### src/hdl/mjg_pkg.sv
// ----------------------------------------------------------------------------
// mjg_pkg
// Shared codes, defaults and helpers for the merge-join group matcher.
// ----------------------------------------------------------------------------
package mjg_pkg;

	// default sizes
	localparam int GROUP_DEPTH_DEF  = 16;
	localparam int KEY_BITS_DEF     = 32;
	localparam int PAYLOAD_BITS_DEF = 32;
	localparam int CMDQ_DEPTH       = 4;

	// input action codes
	localparam logic [1:0] ACT_RIGHT = 2'd0;
	localparam logic [1:0] ACT_LEFT  = 2'd1;
	localparam logic [1:0] ACT_CLEAR = 2'd2;

	// result kind codes
	localparam logic [1:0] KIND_PAIR    = 2'd0;
	localparam logic [1:0] KIND_NOMATCH = 2'd1;
	localparam logic [1:0] KIND_STORED  = 2'd2;
	localparam logic [1:0] KIND_DROPPED = 2'd3;

	// back end status seen by the front end
	typedef struct packed {
		logic join_busy;   // a join run sits at the queue head
		logic join_done;   // the last read of a join run issues this cycle
	} mjg_bstat_t;

	// index width for a store of the given depth
	function automatic int idx_bits(input int depth);
		return (depth > 1) ? $clog2(depth) : 1;
	endfunction

endpackage

### src/hdl/mjg_ram.sv
// ----------------------------------------------------------------------------
// mjg_ram
// Simple dual-port RAM: one write port, one read port with registered data.
// ----------------------------------------------------------------------------
module mjg_ram import mjg_pkg::*; #(
	parameter  int WIDTH = PAYLOAD_BITS_DEF,
	parameter  int DEPTH = GROUP_DEPTH_DEF,
	localparam int AW    = idx_bits(DEPTH)
) (
	input  logic             clk,
	input  logic             we,
	input  logic [AW-1:0]    waddr,
	input  logic [WIDTH-1:0] wdata,
	input  logic             re,
	input  logic [AW-1:0]    raddr,
	output logic [WIDTH-1:0] rdata
);

	logic [WIDTH-1:0] mem_q [DEPTH];
	logic [WIDTH-1:0] rdata_q;

	// write port
	always_ff @(posedge clk) begin
		if (we) begin
			mem_q[waddr] <= wdata;
		end
	end

	// read port, hold data while not enabled
	always_ff @(posedge clk) begin
		if (re) begin
			rdata_q <= mem_q[raddr];
		end
	end

	assign rdata = rdata_q;

endmodule

### src/hdl/mjg_cmdq.sv
// ----------------------------------------------------------------------------
// mjg_cmdq
// Short command queue between the classifying front end and the back end.
// ----------------------------------------------------------------------------
module mjg_cmdq import mjg_pkg::*; #(
	parameter  int WIDTH = 8,
	parameter  int DEPTH = CMDQ_DEPTH,
	localparam int PW    = idx_bits(DEPTH),
	localparam int NW    = $clog2(DEPTH + 1)
) (
	input  logic             clk,
	input  logic             arst_n,
	input  logic             wr,
	input  logic [WIDTH-1:0] wdata,
	input  logic             rd,
	output logic [WIDTH-1:0] rdata,
	output logic             full,
	output logic             empty
);

	logic [WIDTH-1:0] slot_q [DEPTH];
	logic [PW-1:0]    wptr_q;
	logic [PW-1:0]    rptr_q;
	logic [NW-1:0]    cnt_q;

	assign full  = (cnt_q == NW'(DEPTH));
	assign empty = (cnt_q == '0);
	assign rdata = slot_q[rptr_q];

	// store a beat
	always_ff @(posedge clk) begin
		if (wr) begin
			slot_q[wptr_q] <= wdata;
		end
	end

	// advance pointers and occupancy
	always_ff @(posedge clk or negedge arst_n) begin
		if (!arst_n) begin
			wptr_q <= '0;
			rptr_q <= '0;
			cnt_q  <= '0;
		end else begin
			if (wr) begin
				wptr_q <= (wptr_q == PW'(DEPTH - 1)) ? '0 : wptr_q + PW'(1);
			end
			if (rd) begin
				rptr_q <= (rptr_q == PW'(DEPTH - 1)) ? '0 : rptr_q + PW'(1);
			end
			if (wr && !rd) begin
				cnt_q <= cnt_q + NW'(1);
			end else if (rd && !wr) begin
				cnt_q <= cnt_q - NW'(1);
			end
		end
	end

endmodule

### src/hdl/mjg_front.sv
// ----------------------------------------------------------------------------
// mjg_front
// Accepts tuples, tracks the current right group and writes its payloads,
// and turns each right or left tuple into one command for the back end.
// ----------------------------------------------------------------------------
module mjg_front import mjg_pkg::*; #(
	parameter  int GROUP_DEPTH  = GROUP_DEPTH_DEF,
	parameter  int KEY_BITS     = KEY_BITS_DEF,
	parameter  int PAYLOAD_BITS = PAYLOAD_BITS_DEF,
	localparam int AW           = idx_bits(GROUP_DEPTH),
	localparam int CW           = $clog2(GROUP_DEPTH + 1),
	localparam int PNW          = $clog2(CMDQ_DEPTH + 1)
) (
	input  logic                    clk,
	input  logic                    arst_n,
	// tuple input
	input  logic                    push,
	output logic                    full,
	input  logic [1:0]              action,
	input  logic [KEY_BITS-1:0]     key,
	input  logic [PAYLOAD_BITS-1:0] payload,
	// command output
	output logic                    cmd_push,
	input  logic                    cmd_full,
	output logic [1:0]              cmd_kind,
	output logic [KEY_BITS-1:0]     cmd_key,
	output logic [PAYLOAD_BITS-1:0] cmd_lp,
	output logic [PAYLOAD_BITS-1:0] cmd_rp,
	output logic [CW-1:0]           cmd_count,
	// group store write port
	output logic                    ram_we,
	output logic [AW-1:0]           ram_waddr,
	output logic [PAYLOAD_BITS-1:0] ram_wdata,
	// back end status
	input  mjg_bstat_t              bstat
);

	logic [KEY_BITS-1:0] grp_key_q;
	logic                grp_valid_q;
	logic [CW-1:0]       grp_cnt_q;
	logic [PNW-1:0]      pend_q;

	logic          same_grp;
	logic          restart;
	logic          hazard;
	logic          take;
	logic [CW-1:0] cnt_eff;
	logic          room;
	logic          pair_push;

	// classify against the held group
	assign same_grp = grp_valid_q && (key == grp_key_q);
	assign restart  = !same_grp;
	assign cnt_eff  = restart ? '0 : grp_cnt_q;
	assign room     = (cnt_eff < CW'(GROUP_DEPTH));

	// a new group overwrites entry zero: hold it while a join still reads
	assign hazard = (action == ACT_RIGHT) && restart && (pend_q != '0);
	assign full   = cmd_full || hazard;
	assign take   = push && !full;

	// build the command
	always_comb begin
		cmd_push  = 1'b0;
		cmd_kind  = KIND_NOMATCH;
		cmd_key   = key;
		cmd_lp    = '0;
		cmd_rp    = '0;
		cmd_count = grp_cnt_q;
		unique case (action)
			ACT_RIGHT: begin
				cmd_push = take;
				cmd_kind = room ? KIND_STORED : KIND_DROPPED;
				cmd_rp   = payload;
			end
			ACT_LEFT: begin
				cmd_push = take;
				if (same_grp && (grp_cnt_q != '0)) begin
					cmd_kind = KIND_PAIR;
					cmd_lp   = payload;
				end
			end
			default: begin
				cmd_push = 1'b0;
			end
		endcase
	end

	assign pair_push = cmd_push && (cmd_kind == KIND_PAIR);

	// append to the group store
	assign ram_we    = take && (action == ACT_RIGHT) && room;
	assign ram_waddr = cnt_eff[AW-1:0];
	assign ram_wdata = payload;

	// update group state
	always_ff @(posedge clk or negedge arst_n) begin
		if (!arst_n) begin
			grp_key_q   <= '0;
			grp_valid_q <= 1'b0;
			grp_cnt_q   <= '0;
		end else if (take) begin
			if (action == ACT_RIGHT) begin
				grp_key_q   <= key;
				grp_valid_q <= 1'b1;
				grp_cnt_q   <= cnt_eff + CW'(room);
			end else if (action == ACT_CLEAR) begin
				grp_key_q   <= '0;
				grp_valid_q <= 1'b0;
				grp_cnt_q   <= '0;
			end
		end
	end

	// count join runs not yet fully read
	always_ff @(posedge clk or negedge arst_n) begin
		if (!arst_n) begin
			pend_q <= '0;
		end else if (pair_push && !bstat.join_done) begin
			pend_q <= pend_q + PNW'(1);
		end else if (bstat.join_done && !pair_push) begin
			pend_q <= pend_q - PNW'(1);
		end
	end

endmodule

### src/hdl/mjg_back.sv
// ----------------------------------------------------------------------------
// mjg_back
// Executes commands: one result beat per command, or one joined pair per
// buffered right tuple, read one store entry a cycle unless output stalls.
// ----------------------------------------------------------------------------
module mjg_back import mjg_pkg::*; #(
	parameter  int GROUP_DEPTH  = GROUP_DEPTH_DEF,
	parameter  int KEY_BITS     = KEY_BITS_DEF,
	parameter  int PAYLOAD_BITS = PAYLOAD_BITS_DEF,
	localparam int AW           = idx_bits(GROUP_DEPTH),
	localparam int CW           = $clog2(GROUP_DEPTH + 1)
) (
	input  logic                    clk,
	input  logic                    arst_n,
	// command input
	input  logic                    cmd_empty,
	output logic                    cmd_pop,
	input  logic [1:0]              cmd_kind,
	input  logic [KEY_BITS-1:0]     cmd_key,
	input  logic [PAYLOAD_BITS-1:0] cmd_lp,
	input  logic [PAYLOAD_BITS-1:0] cmd_rp,
	input  logic [CW-1:0]           cmd_count,
	// group store read port
	output logic                    ram_re,
	output logic [AW-1:0]           ram_raddr,
	input  logic [PAYLOAD_BITS-1:0] ram_rdata,
	output mjg_bstat_t              bstat,
	// result output
	output logic                    empty,
	input  logic                    pop,
	output logic [1:0]              kind,
	output logic [PAYLOAD_BITS-1:0] left_payload,
	output logic [PAYLOAD_BITS-1:0] right_payload,
	output logic [KEY_BITS-1:0]     match_key,
	output logic                    last
);

	logic [CW-1:0]           idx_q;
	logic                    v_s1;
	logic [1:0]              kind_s1;
	logic [KEY_BITS-1:0]     key_s1;
	logic [PAYLOAD_BITS-1:0] lp_s1;
	logic [PAYLOAD_BITS-1:0] rp_s1;
	logic                    last_s1;
	logic                    use_ram_s1;
	logic                    out_v_q;
	logic [1:0]              kind_q;
	logic [KEY_BITS-1:0]     key_q;
	logic [PAYLOAD_BITS-1:0] lp_q;
	logic [PAYLOAD_BITS-1:0] rp_q;
	logic                    last_q;

	logic head_pair;
	logic out_rdy;
	logic adv_s1;
	logic issue;
	logic is_last;

	// sequencing
	assign head_pair = !cmd_empty && (cmd_kind == KIND_PAIR);
	assign out_rdy   = !out_v_q || pop;
	assign adv_s1    = v_s1 && out_rdy;
	assign issue     = !cmd_empty && (!v_s1 || out_rdy);
	assign is_last   = !head_pair || ((idx_q + CW'(1)) == cmd_count);
	assign cmd_pop   = issue && is_last;

	assign ram_re    = issue && head_pair;
	assign ram_raddr = idx_q[AW-1:0];

	assign bstat.join_busy = head_pair;
	assign bstat.join_done = cmd_pop && head_pair;

	// walk the group entries of a join run
	always_ff @(posedge clk or negedge arst_n) begin
		if (!arst_n) begin
			idx_q <= '0;
		end else if (issue) begin
			idx_q <= is_last ? '0 : idx_q + CW'(1);
		end
	end

	// read stage: valid
	always_ff @(posedge clk or negedge arst_n) begin
		if (!arst_n) begin
			v_s1 <= 1'b0;
		end else if (issue) begin
			v_s1 <= 1'b1;
		end else if (adv_s1) begin
			v_s1 <= 1'b0;
		end
	end

	// read stage: beat fields
	always_ff @(posedge clk) begin
		if (issue) begin
			kind_s1    <= cmd_kind;
			key_s1     <= cmd_key;
			lp_s1      <= cmd_lp;
			rp_s1      <= cmd_rp;
			last_s1    <= is_last;
			use_ram_s1 <= head_pair;
		end
	end

	// output register: valid
	always_ff @(posedge clk or negedge arst_n) begin
		if (!arst_n) begin
			out_v_q <= 1'b0;
		end else if (adv_s1) begin
			out_v_q <= 1'b1;
		end else if (pop) begin
			out_v_q <= 1'b0;
		end
	end

	// output register: beat fields, pair payload from the store
	always_ff @(posedge clk) begin
		if (adv_s1) begin
			kind_q <= kind_s1;
			key_q  <= key_s1;
			lp_q   <= lp_s1;
			rp_q   <= use_ram_s1 ? ram_rdata : rp_s1;
			last_q <= last_s1;
		end
	end

	assign empty         = !out_v_q;
	assign kind          = kind_q;
	assign left_payload  = lp_q;
	assign right_payload = rp_q;
	assign match_key     = key_q;
	assign last          = last_q;

endmodule

### src/hdl/merge_join_group_matcher.sv
// ----------------------------------------------------------------------------
// merge_join_group_matcher
// Equi-join stage of a sort-merge join over one merged, key-sorted stream.
// ----------------------------------------------------------------------------
// The front end takes one tuple per cycle while full is low: a right tuple
// is stored in the group buffer (or dropped when it is full) and gives one
// result, a left tuple without a match gives one result, and a clear gives
// none. A left tuple that matches the held group gives one joined pair per
// buffered right tuple, read from the group RAM at one entry per cycle
// unless the output stalls. A four entry command queue separates the two
// ends; a right tuple that starts a new group waits while a join run is
// still reading the buffer. An item passes the command queue, the read
// stage and the output register before its first result appears.
// ----------------------------------------------------------------------------
module merge_join_group_matcher import mjg_pkg::*; #(
	parameter int GROUP_DEPTH  = GROUP_DEPTH_DEF,
	parameter int KEY_BITS     = KEY_BITS_DEF,
	parameter int PAYLOAD_BITS = PAYLOAD_BITS_DEF
) (
	input  logic                    clk,
	input  logic                    arst_n,
	// tuple input
	input  logic                    push,
	output logic                    full,
	input  logic [1:0]              action,
	input  logic [KEY_BITS-1:0]     key,
	input  logic [PAYLOAD_BITS-1:0] payload,
	// result output
	output logic                    empty,
	input  logic                    pop,
	output logic [1:0]              kind,
	output logic [PAYLOAD_BITS-1:0] left_payload,
	output logic [PAYLOAD_BITS-1:0] right_payload,
	output logic [KEY_BITS-1:0]     match_key,
	output logic                    last
);

	localparam int AW = idx_bits(GROUP_DEPTH);
	localparam int CW = $clog2(GROUP_DEPTH + 1);
	localparam int QW = 2 + KEY_BITS + 2 * PAYLOAD_BITS + CW;

	logic                    f_push;
	logic [1:0]              f_kind;
	logic [KEY_BITS-1:0]     f_key;
	logic [PAYLOAD_BITS-1:0] f_lp;
	logic [PAYLOAD_BITS-1:0] f_rp;
	logic [CW-1:0]           f_count;
	logic                    b_pop;
	logic [1:0]              b_kind;
	logic [KEY_BITS-1:0]     b_key;
	logic [PAYLOAD_BITS-1:0] b_lp;
	logic [PAYLOAD_BITS-1:0] b_rp;
	logic [CW-1:0]           b_count;
	logic [QW-1:0]           q_wdata;
	logic [QW-1:0]           q_rdata;
	logic                    q_full;
	logic                    q_empty;
	logic                    ram_we;
	logic [AW-1:0]           ram_waddr;
	logic [PAYLOAD_BITS-1:0] ram_wdata;
	logic                    ram_re;
	logic [AW-1:0]           ram_raddr;
	logic [PAYLOAD_BITS-1:0] ram_rdata;
	mjg_bstat_t              bstat;

	// front end
	mjg_front #(
		.GROUP_DEPTH  (GROUP_DEPTH),
		.KEY_BITS     (KEY_BITS),
		.PAYLOAD_BITS (PAYLOAD_BITS)
	) u_front (
		.clk       (clk),
		.arst_n    (arst_n),
		.push      (push),
		.full      (full),
		.action    (action),
		.key       (key),
		.payload   (payload),
		.cmd_push  (f_push),
		.cmd_full  (q_full),
		.cmd_kind  (f_kind),
		.cmd_key   (f_key),
		.cmd_lp    (f_lp),
		.cmd_rp    (f_rp),
		.cmd_count (f_count),
		.ram_we    (ram_we),
		.ram_waddr (ram_waddr),
		.ram_wdata (ram_wdata),
		.bstat     (bstat)
	);

	// command queue
	assign q_wdata = {f_kind, f_key, f_lp, f_rp, f_count};
	assign {b_kind, b_key, b_lp, b_rp, b_count} = q_rdata;

	mjg_cmdq #(
		.WIDTH (QW),
		.DEPTH (CMDQ_DEPTH)
	) u_cmdq (
		.clk    (clk),
		.arst_n (arst_n),
		.wr     (f_push),
		.wdata  (q_wdata),
		.rd     (b_pop),
		.rdata  (q_rdata),
		.full   (q_full),
		.empty  (q_empty)
	);

	// group store
	mjg_ram #(
		.WIDTH (PAYLOAD_BITS),
		.DEPTH (GROUP_DEPTH)
	) u_ram (
		.clk   (clk),
		.we    (ram_we),
		.waddr (ram_waddr),
		.wdata (ram_wdata),
		.re    (ram_re),
		.raddr (ram_raddr),
		.rdata (ram_rdata)
	);

	// back end
	mjg_back #(
		.GROUP_DEPTH  (GROUP_DEPTH),
		.KEY_BITS     (KEY_BITS),
		.PAYLOAD_BITS (PAYLOAD_BITS)
	) u_back (
		.clk           (clk),
		.arst_n        (arst_n),
		.cmd_empty     (q_empty),
		.cmd_pop       (b_pop),
		.cmd_kind      (b_kind),
		.cmd_key       (b_key),
		.cmd_lp        (b_lp),
		.cmd_rp        (b_rp),
		.cmd_count     (b_count),
		.ram_re        (ram_re),
		.ram_raddr     (ram_raddr),
		.ram_rdata     (ram_rdata),
		.bstat         (bstat),
		.empty         (empty),
		.pop           (pop),
		.kind          (kind),
		.left_payload  (left_payload),
		.right_payload (right_payload),
		.match_key     (match_key),
		.last          (last)
	);

`ifndef SYNTHESIS
	// never write a command into a full queue
	a_no_overflow: assert property (@(posedge clk) disable iff (!arst_n)
		f_push |-> !q_full)
		else $error("command queue overflow");

	// never take a command from an empty queue
	a_no_underflow: assert property (@(posedge clk) disable iff (!arst_n)
		b_pop |-> !q_empty)
		else $error("command queue underflow");

	// a new group must not overwrite the buffer under a running join
	a_no_clobber: assert property (@(posedge clk) disable iff (!arst_n)
		(ram_we && (ram_waddr == '0)) |-> !bstat.join_busy)
		else $error("group buffer restarted during a join run");
`endif

endmodule

### config.mk
export PLATFORM = sky130hd
export DESIGN_NAME = merge_join_group_matcher
export DESIGN_NICKNAME = d
export VERILOG_FILES = /design/src/hdl/mjg_pkg.sv /design/src/hdl/mjg_ram.sv /design/src/hdl/mjg_cmdq.sv /design/src/hdl/mjg_front.sv /design/src/hdl/mjg_back.sv /design/src/hdl/merge_join_group_matcher.sv
export SDC_FILE = /design/constraint.sdc
export NUM_CORES = 1
export LEC_CHECK = 0
export BUFFER_PORTS_ARGS = -buffer_cell sky130_fd_sc_hd__buf_4
export CELL_PAD_IN_SITES_DETAIL_PLACEMENT = 1
export CELL_PAD_IN_SITES_GLOBAL_PLACEMENT = 2
export CORE_UTILIZATION = 40
export DETAILED_ROUTE_END_ITERATION = 12
export GPL_ROUTABILITY_DRIVEN = 0
export MAX_ROUTING_LAYER = met4
export PLACE_DENSITY_LB_ADDON = 0.3
export SETUP_SLACK_MARGIN = 0.3
export SYNTH_ARGS = -nofsm -noshare
export SYNTH_HDL_FRONTEND = slang
export SYNTH_SLANG_ARGS = --single-unit
### constraint.sdc
create_clock -name clk -period 8 [get_ports clk]
set_input_delay 0.4 -clock clk [delete_from_list [all_inputs] [get_ports clk]]
set_output_delay 0.4 -clock clk [all_outputs]
set_load 0.1 [all_outputs]
# After elaboration in Yosys (flattened, before gate mapping)
# Memories as Yosys holds them, arrays and structs flattened. A register that Yosys moved wholly into a read port is not among the register bits.
# Cells that the tools add are included.
classes:
  add_sub_neg: 8
  n_mul: 0
  div: 0
  magnitude_cmp: 1
  n_eq_ne: 7
  n_shift: 0
  n_mux: 30
  bitwise: 0
  n_reduce_logical: 45
ops:
  columns: ["cell", "count"]
  rows:
  - ["32-bit 2-to-1 mux", 6]
  - ["32-bit equality test", 1]
  - ["5-bit 2-to-1 mux", 4]
  - ["1-bit logical AND", 18]
  - ["1-bit 2-to-1 mux", 13]
  - ["3-bit 2-to-1 mux", 4]
  - ["1-bit logical NOT", 10]
  - ["2-bit nonzero test", 5]
  - ["3-bit by 1-bit adder with 3-bit output, second input constant", 2]
  - ["2-bit equality test, second input constant", 3]
  - ["2-bit logical NOT", 3]
  - ["3-bit by 1-bit subtractor with 3-bit output, second input constant", 2]
  - ["5-bit by 1-bit adder with 5-bit output", 1]
  - ["5-bit by 1-bit adder with 5-bit output, second input constant", 1]
  - ["5-bit equality test", 1]
  - ["5-bit < comparator, second input constant", 1]
  - ["5-bit nonzero test", 1]
  - ["2-bit by 1-bit adder with 2-bit output, second input constant", 2]
  - ["1-bit logical OR", 4]
  - ["2-bit 2-to-1 mux", 2]
  - ["2-bit case mux with 2 select lines", 1]
  - ["3-bit equality test, second input constant", 1]
  - ["3-bit logical NOT", 1]
  - ["3-bit nonzero test", 1]
  - ["3 further kinds", 3]
word_totals:
  ff_bits: 254
  latch_bits: 0
  ram_bits: 924
  mem_bits_ro: 0
  input_bits: 70
  elab_cells: 114
  memories: 2
memory_table:
  columns: ["name", "words", "word_bits", "rd", "rd_clocked_by_memory_dff", "write_ports", "line_no", "source"]
  rows:
  - ["u_ram.mem_q", 16, 32, 1, 1, 1, "mjg_ram.sv:19", "logic [WIDTH-1:0] mem_q [DEPTH];"]
  - ["u_cmdq.slot_q", 4, 103, 1, 0, 1, "mjg_cmdq.sv:21", "logic [WIDTH-1:0] slot_q [DEPTH];"]

# Depth between registers and ports, before layout
logic_depth:
  ltp_word: 14
  depth_mapped: 13
  ltp_nobuf: 13

# Cells and area by module
# A second synthesis with hierarchy kept.
hier_totals:
  cells_unflattened: 2026
  area_unflattened_um2: 45389.8
by_module_without_submodules:
  columns: ["mod", "n_inst", "cells_each", "area_per_inst_um2", "seq_area_each_um2"]
  rows:
  - ["mjg_ram", 1, 838, 20174.3, 16335.7]
  - ["mjg_cmdq", 1, 576, 15283.4, 12547.0]
  - ["mjg_back", 1, 293, 6911.6, 6150.9]
  - ["mjg_front", 1, 319, 3020.4, 1026.0]

# Least setup slack after synthesis
# Ideal clock, no wire load.
synth_path:
  path_type: "input to register"
  startpoint: "in key[10]"
  endpoint: "mem u_cmdq.slot_q[0][0] (netlist name), enable pin"
  t_arrival_ns: 4.652
  setup_slack_ns: 2.874
  cell_stages: 8
  path_buffers: 1
  cell_sequence: "xnor2_1 -> nand4_1 -> or4_1 -> or4_1 -> buf_2 -> and2_4 -> nor3_4 -> and2_1"
synth_via:
  elab_chain_len: 11
synth_rtl:
  columns: ["element", "line_no", "source"]
  rows:
  - ["start, declared", "merge_join_group_matcher.sv:26", "input logic [KEY_BITS-1:0] key,"]
  - ["32-bit equality test", "mjg_front.sv:52", "assign same_grp = grp_valid_q && (key == grp_key_q);"]
  - ["1-bit logical AND", "mjg_front.sv:52", null]
  - ["1-bit logical NOT", "mjg_front.sv:53", "assign restart = !same_grp;"]
  - ["1-bit logical AND (2 in series)", "mjg_front.sv:58", "assign hazard = (action == ACT_RIGHT) && restart && (pend_q != '0);"]
  - ["1-bit logical OR", "mjg_front.sv:59", "assign full = cmd_full || hazard;"]
  - ["1-bit logical NOT", "mjg_front.sv:60", "assign take = push && !full;"]
  - ["1-bit logical AND", "mjg_front.sv:60", null]
  - ["1-bit 2-to-1 mux", "mjg_front.sv:70", "unique case (action)"]
  - ["via f_push", "merge_join_group_matcher.sv:42", "logic f_push;"]
  - ["1-bit 2-to-1 mux", "mjg_cmdq.sv:32", "if (wr) begin"]
  - ["1-bit 2-to-1 mux (not written as such)", "mjg_cmdq.sv:33", "slot_q[wptr_q] <= wdata;"]
  - ["end, declared", "mjg_cmdq.sv:21", null]
# The timed path passes the listed nets, and every way through them passes these cells.

# Worst setup path in the final report
layout_path:
  startpoint: "reg u_front.grp_key_q[10]"
  endpoint: "mem u_cmdq.slot_q[0][3] (netlist name), enable pin"
layout_via:
  elab_chain_len: 11
layout_rtl:
  columns: ["element", "line_no", "source"]
  rows:
  - ["start, declared", "mjg_front.sv:38", "logic [KEY_BITS-1:0] grp_key_q;"]
  - ["start signal, assigned", "mjg_front.sv:104", "grp_key_q <= key;"]
  - ["32-bit equality test", "mjg_front.sv:52", null]
  - ["1-bit logical AND", "mjg_front.sv:52", null]
  - ["1-bit logical NOT", "mjg_front.sv:53", null]
  - ["1-bit logical AND (2 in series)", "mjg_front.sv:58", null]
  - ["1-bit logical OR", "mjg_front.sv:59", null]
  - ["1-bit logical NOT", "mjg_front.sv:60", null]
  - ["1-bit logical AND", "mjg_front.sv:60", null]
  - ["1-bit 2-to-1 mux", "mjg_front.sv:70", null]
  - ["via f_push", "merge_join_group_matcher.sv:42", null]
  - ["1-bit 2-to-1 mux", "mjg_cmdq.sv:32", null]
  - ["1-bit 2-to-1 mux (not written as such)", "mjg_cmdq.sv:33", null]
# The timed path passes the listed nets, and every way through them passes these cells.

==> qor.csv <==
metric;value;unit
hold_violations;0;
fmax;208;MHz
cts_buffers;121;
slowest_delay;880;ps
r2r-end;u_cmdq.slot_q[0][3]$_DFFE_PP_;
critPathMaxFanout;67;
grt_use_total;18.6;%
grt_max_degree;68;
dr.first_iter.drc_count;1520;
place_hpwl;58.3;mm
grt-ovfl-total;0;
worst-path-buf-inv;1;
synth_ff_type;edfxtp_1;
finalSetupTns;0;ps
row_count;122;
grt_pass1_wl;148;mm
postRouteAntennaNets;0;
met2RoutedLength;49.1;mm
netlist_instances;1874;
yosysMostFrequentCell;edfxtp_1;
synth_seq_cells;1210;
first_global_vias;21338;
tritoncts;yes;
cp.required;8340;ps
worst_setup_path_start_kind;flip-flop;
min_path_cells;1;
p_leak;17.1;nW
post-route-min-period;4800;ps
rsz0062_at_grt;no;
cts_buffer_depth;3;
regToRegStartpoint;u_front.grp_key_q[10]$_DFFE_PN0P_;
crit_chain;xnor2_1, nand4_1, or4_1, or4_1, and2_4, nor3_4, and2_4, buf_4;
max_slew_margin;13.4;%
yosys_warnings;0;
postCtsSetupRepairBufs;0;
ys_seq_area_share;80.6;%
clock_skew;55.5;ps
routed_wire_length_per_instance;26.7;um
antenna_found_initial;7;
fin_crit_sh;60.1;%
routed_wl;101;mm
initial_core_util;40.3;%
root_buffer;clkbuf_16;
wl_met1;44.9;mm
fill_cells;9963;
layout.nets;2255;
synth_area_leader_cell;edfxtp_1;
dieWidth;336;um
dieHeight;336;um
powerDensity;358;nW/um^2
rr_worst_depth;8;
dp_cells;3486;
cp-end-kind;flip-flop;
syn_area_per_cell;23.9;sq um
finalPower;0.0188;W
worstSetupPathType;reg -> reg;
hold_end;u_ram.mem_q[3][11]$_DFFE_PP_;
drcViolationCount;0;
path_clk_slew;60;ps
maxCapViolations;0;
cts.htree.levels;3;
hp-class;in -> reg;
synthDistinctLibCells;44;
netlist_top_cells_area;edfxtp_1 (78%), mux4_2 (13%), dfrtp_1 (3.1%);
wl_met3;4.92;mm
slew_viol_final;0;
r2r_setup_slack;3200;ps
worstSetupPathDepth;8;
cts.sinks;1210;
portBuffers;170;
num_io_pins;171;
syn_nets;1956;
setup_slack;3200;ps
first_pass_iters;5;
core_area;111000;sq um
syn_to_final_growth;17.8;%
async_reset_ff_share;4.55;%
cp_slowest_cell;and2_4;
die-area;113000;sq um
clkLatencyLatePin;740;ps
min-delay-start;payload[11];
vias_per_cell;5.31;
ir_drop;0.000184;V
outcome;finished clean;
drive_gt1_share;31.9;%
crit_family;simple AND/OR/NAND/NOR gates;
tightest_slew;1300;ps
fin_util;47.5;%
crit_arrival;5140;ps
synthesis.area;44700;sq um
num_vias;20015;
pre_cts_ws;3040;ps
instances_no_fill;3772;
synth-edff-count;1155;
setup_viol;0;
highest_layer;met4;
synth_top_area_share;77.6;%
synth_common_cells;edfxtp_1 (1155), mux4_2 (263), and2_1 (70), dfrtp_1 (55), clkbuf_1 (39);
-- flip-flops by register name (all words and copies together), names as in the netlist, 2 cells and up --
name,count
u_ram.mem_q,512
u_cmdq.slot_q,412
u_back.key_s1,32
u_back.left_payload,32
u_back.lp_s1,32
u_back.match_key,32
u_back.right_payload,32
u_back.rp_s1,32
u_front.grp_key_q,32
u_ram.rdata,32
u_back.idx_q,5
u_front.cmd_count,5
u_cmdq.cnt_q,3
u_front.pend_q,3
u_back.kind,2
u_back.kind_s1,2
u_cmdq.rptr_q,2
u_cmdq.wptr_q,2
-- where the power goes --
| group | internal, W | leakage [nW] | switching, W | total, W |
|---|---|---|---|---|
| registers | 0.00806 | 11.4 | 0.000524 | 0.00859 |
| clock network | 0.00352 | 2.06 | 0.00244 | 0.00596 |
| logic | 0.00145 | 3.69 | 0.00285 | 0.00430 |
-- stage by stage --
stage               cell area (sq um)  hold slack [ps]
CTS                             52700            0.242
global placement                47900              402
global route                    52700             29.3
floorplan                       44700              104
finish                          52700             62.3
detailed placement              47900              405
-- area by class of cell --
cell class	instances	area (sq um)	area share, %
sequential	1210	36100	68.5
multi-input combinational	575	8420	16.0
clock buffer	141	3130	5.95
timing repair buffer	257	2060	3.91
tap	1488	1860	3.53
clock inverter	89	1100	2.08
inverter	8	32.5	0.0617
antenna	4	10.0	0.0190
-- cells by family (layout without fill, tap and decap cells) --
logic type,count (synthesis),count (layout),share of synthesized area (%)
buf+inv,89,495,0.825
simple gates,167,167,2.15
compound gates,52,52,0.932
fa+ha+maj,12,12,0.369
other cells,0,4,0
flops,1210,1210,80.6
mux,302,302,14.2
xor+xnor,42,42,0.853
-- layer usage --
metal	vias to the layer above	GRT usage, %
li1	8439	-
met1	10922	25.8
met2	527	29.2
met3	127	2.80
met4	0	4.23
met5	-	-
-- repair_timing --
action | CTS | global route
hold buffers | 52 | 0
endpoints found under the hold margin | 394 | 0
resized for setup | 0 | 0
-- how the worst max path moves through the flow --
stage / from / to
6_report: u_front.grp_key_q[10]$_DFFE_PN0P_ / u_cmdq.slot_q[0][3]$_DFFE_PP_
5_1_grt: u_front.grp_key_q[10]$_DFFE_PN0P_ / u_cmdq.slot_q[0][3]$_DFFE_PP_
4_1_cts: u_front.grp_key_q[10]$_DFFE_PN0P_ / u_cmdq.slot_q[0][3]$_DFFE_PP_
3_5_place_dp: key[10] / u_cmdq.slot_q[0][4]$_DFFE_PP_
3_3_place_gp: key[10] / u_cmdq.slot_q[0][17]$_DFFE_PP_
2_1_floorplan: key[10] / u_cmdq.slot_q[0][0]$_DFFE_PP_
-- cell usage in the layout, fill, tap and decap left out, types with 6 or more instances in the layout --
cell / netlist / final
mux4_2: 263 / 263
clkinv_1: 0 / 26
dfrtp_1: 55 / 50
and2_1: 70 / 64
xor2_1: 22 / 22
nor3_1: 12 / 9
nor2_4: 1 / 14
nand3_1: 10 / 10
nand2b_1: 11 / 11
a22o_1: 34 / 34
buf_4: 0 / 205
bufinv_16: 0 / 22
mux2_2: 36 / 36
clkbuf_1: 39 / 17
dlygate4sd3_1: 0 / 52
ha_1: 10 / 10
nand2_1: 18 / 18
inv_1: 8 / 7
and2_4: 1 / 6
nor2_1: 24 / 10
edfxtp_1: 1155 / 1155
clkinv_2: 0 / 27
clkbuf_16: 0 / 121
xnor2_1: 19 / 19
-- worst register-to-register path: cells and delay by family, from the launching register on --
kind	cells	cell delay (ps)
buf+inv	1	790
xor+xnor	1	200
flops	1	400
simple gates	6	3000
Note: power is estimated with default switching activity, not from simulation.
